[src/rtl/assert_macros.svh]
// ----------------------------------------------------------------------------
// Assertion macros
// Shared concurrent assertion forms, clocked on clk and quiet during reset.
// ----------------------------------------------------------------------------
`ifndef ASSERT_MACROS_SVH
`define ASSERT_MACROS_SVH

// Implication checked at every rising edge outside reset.
`define ASSERT_CLK(label, prop, msg) \
	label: assert property (@(posedge clk) disable iff (!arst_n) (prop)) else $error(msg);

// Condition that must never be true outside reset.
`define ASSERT_NEVER(label, cond, msg) \
	label: assert property (@(posedge clk) disable iff (!arst_n) !(cond)) else $error(msg);

`endif

[src/rtl/acc_alu_pkg.sv]
// ----------------------------------------------------------------------------
// Accumulator ALU package
// Command codes, field widths and default sizes for the accumulator ALU.
// ----------------------------------------------------------------------------
`timescale 1ns / 1ps

package acc_alu_pkg;

	localparam int unsigned DATA_WIDTH_DEF = 32;
	localparam int unsigned CMD_W          = 4;
	localparam int unsigned OPERAND_W      = 32;
	localparam int unsigned SHAMT_W        = 5;
	localparam int unsigned RESULT_W       = 32;
	localparam int unsigned IN_TDATA_W     = 40;

	typedef enum logic [CMD_W-1:0] {
		CMD_LOAD = 4'd0,
		CMD_INC  = 4'd1,
		CMD_DEC  = 4'd2,
		CMD_ADD  = 4'd3,
		CMD_SUB  = 4'd4,
		CMD_MUL  = 4'd5,
		CMD_NEG  = 4'd6,
		CMD_SHL  = 4'd7,
		CMD_SAR  = 4'd8,
		CMD_READ = 4'd9
	} cmd_t;

endpackage

[src/rtl/acc_alu_adder.sv]
// ----------------------------------------------------------------------------
// Accumulator ALU shared adder
// The one carry-propagate adder that every add, subtract, increment, decrement, negate and multiply step uses.
// ----------------------------------------------------------------------------
`timescale 1ns / 1ps

module acc_alu_adder #(
	parameter int unsigned DATA_WIDTH = 32
) (
	input  logic [DATA_WIDTH-1:0] a,
	input  logic [DATA_WIDTH-1:0] b,
	input  logic                  cin,
	output logic [DATA_WIDTH-1:0] sum
);

	always_comb begin
		sum = a + b + DATA_WIDTH'(cin);
	end

endmodule

[src/rtl/accumulator_alu_shift_add_multiply.sv]
// ----------------------------------------------------------------------------
// Accumulator ALU with shift-add multiplier
// Sequencer, accumulator and output register around one shared adder.
// ----------------------------------------------------------------------------
// Each command item updates the accumulator and returns its new value as one
// result item. Load, increment, decrement, add, subtract, negate, the shifts
// and read pass through ST_EXEC and ST_DONE before the result is offered.
// Multiply forms the operand magnitudes in ST_ABS_A and ST_ABS_B, takes one
// shift-add step per multiplier bit in ST_MUL and applies a sign correction
// in ST_FIX, all through the single shared adder. The block accepts one
// item at a time and is ready again once the result sits in the output
// register, even if that result has not yet been taken.
`timescale 1ns / 1ps

module accumulator_alu_shift_add_multiply #(
	parameter int unsigned DATA_WIDTH = acc_alu_pkg::DATA_WIDTH_DEF
) (
	input  logic                                clk,
	input  logic                                arst_n,
	input  logic                                s_tvalid,
	output logic                                s_tready,
	// operand [31:0], shift_amount [36:32], zero padding [39:37]
	input  logic [acc_alu_pkg::IN_TDATA_W-1:0] s_tdata,
	// command [3:0]
	input  logic [acc_alu_pkg::CMD_W-1:0]      s_tuser,
	output logic                                m_tvalid,
	input  logic                                m_tready,
	// result_value [31:0]
	output logic [acc_alu_pkg::RESULT_W-1:0]   m_tdata
);

	import acc_alu_pkg::*;

	`include "assert_macros.svh"

	localparam int unsigned CNT_W = (DATA_WIDTH > 1) ? $clog2(DATA_WIDTH) : 1;

	typedef enum logic [2:0] {
		ST_IDLE,
		ST_EXEC,
		ST_ABS_A,
		ST_ABS_B,
		ST_MUL,
		ST_FIX,
		ST_DONE
	} state_t;

	state_t                  state_q;
	cmd_t                    cmd_q;
	logic [DATA_WIDTH-1:0]   op_q;
	logic [SHAMT_W-1:0]      amt_q;
	logic [DATA_WIDTH-1:0]   acc_q;
	logic [DATA_WIDTH-1:0]   mcand_q;
	logic [DATA_WIDTH-1:0]   mplier_q;
	logic [DATA_WIDTH-1:0]   prod_q;
	logic                    neg_q;
	logic [CNT_W-1:0]        cnt_q;
	logic                    m_tvalid_q;
	logic [RESULT_W-1:0]     m_tdata_q;

	logic [DATA_WIDTH-1:0]   add_a;
	logic [DATA_WIDTH-1:0]   add_b;
	logic                    add_cin;
	logic [DATA_WIDTH-1:0]   add_sum;
	logic [DATA_WIDTH-1:0]   exec_res;
	logic                    s_accept;

	assign s_tready = (state_q == ST_IDLE);
	assign s_accept = s_tvalid && s_tready;
	assign m_tvalid = m_tvalid_q;
	assign m_tdata  = m_tdata_q;

	acc_alu_adder #(
		.DATA_WIDTH (DATA_WIDTH)
	) u_adder (
		.a   (add_a),
		.b   (add_b),
		.cin (add_cin),
		.sum (add_sum)
	);

	// Operand selection for the shared adder in each sequencer state.
	always_comb begin
		add_a   = acc_q;
		add_b   = '0;
		add_cin = 1'b0;
		unique case (state_q)
			ST_EXEC: begin
				unique case (cmd_q)
					CMD_INC: begin
						add_cin = 1'b1;
					end
					CMD_DEC: begin
						add_b = '1;
					end
					CMD_ADD: begin
						add_b = op_q;
					end
					CMD_SUB: begin
						add_b   = ~op_q;
						add_cin = 1'b1;
					end
					CMD_NEG: begin
						add_a   = ~acc_q;
						add_cin = 1'b1;
					end
					default: begin
						add_cin = 1'b0;
					end
				endcase
			end
			ST_ABS_A: begin
				add_a   = ~acc_q;
				add_cin = 1'b1;
			end
			ST_ABS_B: begin
				add_a   = ~op_q;
				add_cin = 1'b1;
			end
			ST_MUL: begin
				add_a = prod_q;
				add_b = mplier_q[0] ? mcand_q : '0;
			end
			ST_FIX: begin
				add_a   = neg_q ? ~prod_q : prod_q;
				add_cin = neg_q;
			end
			default: begin
				add_cin = 1'b0;
			end
		endcase
	end

	// Result of the single-step commands.
	always_comb begin
		unique case (cmd_q)
			CMD_LOAD: exec_res = op_q;
			CMD_INC,
			CMD_DEC,
			CMD_ADD,
			CMD_SUB,
			CMD_NEG:  exec_res = add_sum;
			CMD_SHL:  exec_res = acc_q << amt_q;
			CMD_SAR:  exec_res = DATA_WIDTH'($signed(acc_q) >>> amt_q);
			default:  exec_res = acc_q;
		endcase
	end

	always_ff @(posedge clk or negedge arst_n) begin
		if (!arst_n) begin
			state_q    <= ST_IDLE;
			cmd_q      <= CMD_READ;
			op_q       <= '0;
			amt_q      <= '0;
			acc_q      <= '0;
			mcand_q    <= '0;
			mplier_q   <= '0;
			prod_q     <= '0;
			neg_q      <= 1'b0;
			cnt_q      <= '0;
			m_tvalid_q <= 1'b0;
			m_tdata_q  <= '0;
		end else begin
			if (m_tvalid_q && m_tready && state_q != ST_DONE) begin
				m_tvalid_q <= 1'b0;
			end
			unique case (state_q)
				ST_IDLE: begin
					if (s_accept) begin
						cmd_q   <= cmd_t'(s_tuser);
						op_q    <= DATA_WIDTH'($signed(s_tdata[OPERAND_W-1:0]));
						amt_q   <= s_tdata[OPERAND_W +: SHAMT_W];
						state_q <= (cmd_t'(s_tuser) == CMD_MUL) ? ST_ABS_A : ST_EXEC;
					end
				end
				ST_EXEC: begin
					acc_q   <= exec_res;
					state_q <= ST_DONE;
				end
				ST_ABS_A: begin
					mcand_q <= acc_q[DATA_WIDTH-1] ? add_sum : acc_q;
					neg_q   <= acc_q[DATA_WIDTH-1] ^ op_q[DATA_WIDTH-1];
					state_q <= ST_ABS_B;
				end
				ST_ABS_B: begin
					mplier_q <= op_q[DATA_WIDTH-1] ? add_sum : op_q;
					prod_q   <= '0;
					cnt_q    <= CNT_W'(DATA_WIDTH - 1);
					state_q  <= ST_MUL;
				end
				ST_MUL: begin
					prod_q   <= add_sum;
					mcand_q  <= mcand_q << 1;
					mplier_q <= mplier_q >> 1;
					cnt_q    <= cnt_q - 1'b1;
					if (cnt_q == '0) begin
						state_q <= ST_FIX;
					end
				end
				ST_FIX: begin
					acc_q   <= add_sum;
					state_q <= ST_DONE;
				end
				ST_DONE: begin
					if (!m_tvalid_q || m_tready) begin
						m_tvalid_q <= 1'b1;
						m_tdata_q  <= RESULT_W'(acc_q);
						state_q    <= ST_IDLE;
					end
				end
				default: begin
					state_q <= ST_IDLE;
				end
			endcase
		end
	end

	`ASSERT_CLK(a_busy_after_accept, s_accept |=> !s_tready, "ALU ready right after accepting an item")
	`ASSERT_CLK(a_result_from_done, $rose(m_tvalid) |-> $past(state_q == ST_DONE), "Result offered outside the done step")
	`ASSERT_CLK(a_mul_ends, (state_q == ST_MUL && cnt_q == '0) |=> state_q == ST_FIX, "Multiply did not end after its last bit")
	`ASSERT_NEVER(a_no_drop, state_q == ST_IDLE && $past(state_q == ST_DONE) && !m_tvalid, "Result lost on leaving the done step")

endmodule
[config.mk]
export PLATFORM = sky130hd
export DESIGN_NAME = accumulator_alu_shift_add_multiply
export DESIGN_NICKNAME = d
export VERILOG_FILES = /design/src/rtl/acc_alu_pkg.sv /design/src/rtl/acc_alu_adder.sv /design/src/rtl/accumulator_alu_shift_add_multiply.sv
export VERILOG_INCLUDE_DIRS = /design/src /design/src/rtl
export SDC_FILE = /design/constraint.sdc
export NUM_CORES = 1
export LEC_CHECK = 0
export BUFFER_PORTS_ARGS = -buffer_cell sky130_fd_sc_hd__buf_2
export CORE_ASPECT_RATIO = 2
export CORE_MARGIN = 2
export CORE_UTILIZATION = 52
export DETAILED_ROUTE_END_ITERATION = 12
export PLACE_DENSITY = 0.72
export SETUP_SLACK_MARGIN = 0.15
export SLEW_MARGIN = 15
export SYNTH_ARGS = -nofsm -noshare
export SYNTH_HDL_FRONTEND = slang
export SYNTH_SLANG_ARGS = --single-unit
[constraint.sdc]
create_clock -name clk -period 4.5 [get_ports clk]
set_input_delay 0.45 -clock clk [delete_from_list [all_inputs] [get_ports clk]]
set_output_delay 0.45 -clock clk [all_outputs]
set_load 0.005 [all_outputs]
==> flow_summary.json <==
{
  "antennaDiodeCount": 0,
  "avgSynthCellArea_um2": 9.10,
  "ir_worst_vdd_mv": 0.744,
  "avgRoutedWirePerCell_um": 29.1,
  "antenna_found_initial": 2,
  "drv_slew": 0,
  "fin_crit_ps": 4340,
  "netlist_instances": 1747,
  "tightest_slew_ps": 1110,
  "io_buffers": 78,
  "clockBufferDepth": 3,
  "hold_viol_final": 0,
  "status": "finished clean",
  "startpoint_type": "flip-flop",
  "fp.dieH_um": 251,
  "synth-simple-area-share": 0.118,
  "maxSlewHeadroom": 0.253,
  "dp.final_hpwl_um": 44800,
  "syn2layout_area_growth_pct": 14.4,
  "syn_area_mm2": 0.0159,
  "ctsHtreeMaxLevel": 1,
  "clock-skew-final_ps": 26.9,
  "hp-class": "input port to flip-flop",
  "via_per_inst": 7.07,
  "powerDensity_mw_per_mm2": 969,
  "cpMostUsedCell": "buf_4",
  "cp_max_fo": 4,
  "arrival_ps": 4750,
  "period_share": 0.964,
  "max-cap-violations": 0,
  "dr.pass1.iters": 8,
  "gp_congestion": 1.07,
  "synth_edf_count": 0,
  "timing.final.ws_setup_ps": 160,
  "gr-total-overflow": 0,
  "synthXorXnorAreaFrac": 0.0165,
  "max_stage_delay_ps": 530,
  "synth_top_family_by_area": "compound AO/OA/AOI/OAI gates",
  "postRouteAntennaNets": 0,
  "start_util": 0.526,
  "core_mm2": 0.0302,
  "root_buffer": "clkbuf_16",
  "ys_types": 75,
  "path_cells": "nor2b_2, and3b_2, a211o_1, nand2_2, a21oi_2, o211ai_1, fa_2, inv_2, fa_2, nor2b_2, o211ai_1, buf_4, a211o_1, a211oi_2, buf_4, nor4_4, buf_4, o211a_1, nor3_2, buf_4, o21ai_2",
  "synth_top_area_share": 0.329,
  "n_fill_cell": 2655,
  "drt_wl_total_um": 63800,
  "ios": 82,
  "crit_path_top_delay_cell": "dfstp_2",
  "cts_tree": "yes",
  "p_leak_nw": 7.79,
  "synthTopCellsByArea": "dfrtp_1 (33%), mux4_2 (8.6%), mux2_2 (6.0%), a21oi_1 (5.2%), mux2i_1 (4.7%)",
  "track_usage": 0.395,
  "max_freq_mhz": 230,
  "cts-buffers-inserted": 22,
  "design_area_mm2": 0.0182,
  "first_global_vias": 15300,
  "synth-async-reset-ratio": 1.00,
  "end_kind": "flip-flop",
  "yosysMostFrequentCell": "dfrtp_1",
  "drive_gt1_frac": 0.250,
  "grt_pass1_wl_um": 94600,
  "worst-setup-path-type": "flip-flop to flip-flop",
  "yosys.area_share.adder": 0.0277,
  "drc_errors": 0,
  "yosys_most_used_dff": "dfrtp_1",
  "ys_ff_latch": 211,
  "required_ps": 4910,
  "yosysWarnings": 0,
  "yosys.area.top_type": "dfrtp_1",
  "dieArea_mm2": 0.0321,
  "final_net_count": 1890,
  "clock_latency_ps": 560,
  "synthTopCellsByCount": "dfrtp_1 (209), nor2_1 (189), a21oi_1 (165), o21ai_0 (147), clkbuf_1 (142)",
  "setup_viol": 0,
  "ys_seq_area_frac": 0.332,
  "rsz0062_at_grt": "true",
  "cts.sinks": 211,
  "synth_compound_area_frac": 0.263,
  "pre_cts_ws_ps": -104,
  "std_cell_rows": 90,
  "grt_max_degree": 88,
  "die_w_um": 128,
  "place_area_mm2": 0.0170,
  "synth_nets": 1829,
  "clk_pin_slew_worst_paths_ps": 60,
  "final.setup.tns_ps": 0,
  "drt_iter0_drc": 1702,
  "synth.mux.area_fraction": 0.194,
  "routed-via-count": 15500
}
## area by class of cell
type,instances,area [um^2],area share
Clock inverter,7,140,0.00771
Tap cell,368,460,0.0253
Clock buffer,32,679,0.0374
Multi-Input combinational cell,1343,10000,0.552
Inverter,17,63.8,0.00351
Sequential cell,211,5290,0.291
Timing Repair Buffer,213,1500,0.0827
## stage by stage
| stage | util | power [W] | std cells | hold WS (ps) |
|---|---|---|---|---|
| 4_1_cts | 0.595 | 0.0169 | 2184 | 113 |
| 3_5_place_dp | 0.565 | 0.0147 | 2141 | 432 |
| 3_3_place_gp | 0.565 | 0.0145 | 2141 | 427 |
| 6_report | 0.602 | 0.0176 | 2191 | 124 |
| 2_1_floorplan | - | 0.0107 | 1747 | 154 |
| 5_1_grt | 0.602 | 0.0184 | 2191 | 135 |
## cell usage in the layout (no fill, tap or decap), types with 40 or more instances in the layout
cell	netlist	layout
o211ai_1	40	40
buf_2	8	77
nor2_1	189	186
mux2i_1	75	75
a22o_1	75	75
o21ai_0	147	139
a22oi_1	52	52
a21oi_1	165	158
o22ai_1	41	41
nand2_1	99	98
buf_4	2	125
mux2_2	85	85
dfrtp_1	209	205
mux4_2	61	61
## worst max-delay path: cells and delay by family (launching register included)
kind / cells / cell delay, ps
buffers and inverters: 5 / 760
and+or+nand+nor: 6 / 780
adders and majority gates: 2 / 680
AOI/OAI and AO/OA: 8 / 1440
DFF: 1 / 530
## registers in the layout, indices dropped and copies added, names as in the netlist, 3 cells and up
signal and count:
acc_q 32, amt_q 5, cmd_q 4, cnt_q 5, m_tdata 32, mcand_q 32
mplier_q 32, op_q 32, prod_q 32, state_q 3
## path summary, 6_finish.rpt
| path | slack [ps] | cells past startpoint | from | end |
|---|---|---|---|---|
| min | 120 | 3 | s_tdata[34] | amt_q[2] |
| max | 160 | 21 | cmd_q[3] | mplier_q[28] |
| max in group asynchronous | 2960 | 3 | arst_n | mplier_q[6] |
| max reg2reg | 160 | 21 | cmd_q[3] | mplier_q[28] |
| min in group asynchronous | 440 | 2 | arst_n | mplier_q[26] |
| min reg2reg | 480 | 1 | cnt_q[3] | cnt_q[3] |
## per-layer routing
layer / share of wire / vias up / global-route usage
met5: 0.00038 / - / 0
met4: 0.10 / 4 / 0.317
met3: 0.084 / 351 / 0.0866
met2: 0.49 / 964 / 0.665
met1: 0.32 / 7469 / 0.420
li1: - / 6711 / -
## power by group
group | total [W] | leakage (nW) | internal [W] | switching (W)
clock network | 0.00210 | 0.397 | 0.00127 | 0.000830
logic | 0.0114 | 4.73 | 0.00461 | 0.00682
registers | 0.00407 | 2.66 | 0.00270 | 0.00137
total | 0.0176 | 7.79 | 0.00858 | 0.00902
## cells by family after synthesis
group                      count (synthesis)
AOI/OAI and AO/OA                        643
xor gates and xnor gates                  30
adders and majority gates                 34
buffers and inverters                    193
DFF                                      211
muxes                                    221
and+or+nand+nor                          415
## what timing repair did
item	CTS	global route
endpoints found under the setup margin	24	44
gates cloned	0	1
endpoints found under the hold margin	66	0
hold buffers	1	0
gates resized for setup	14	40
pin swaps	6	16
setup buffers	3	6
(Power assumes the default switching activity.)
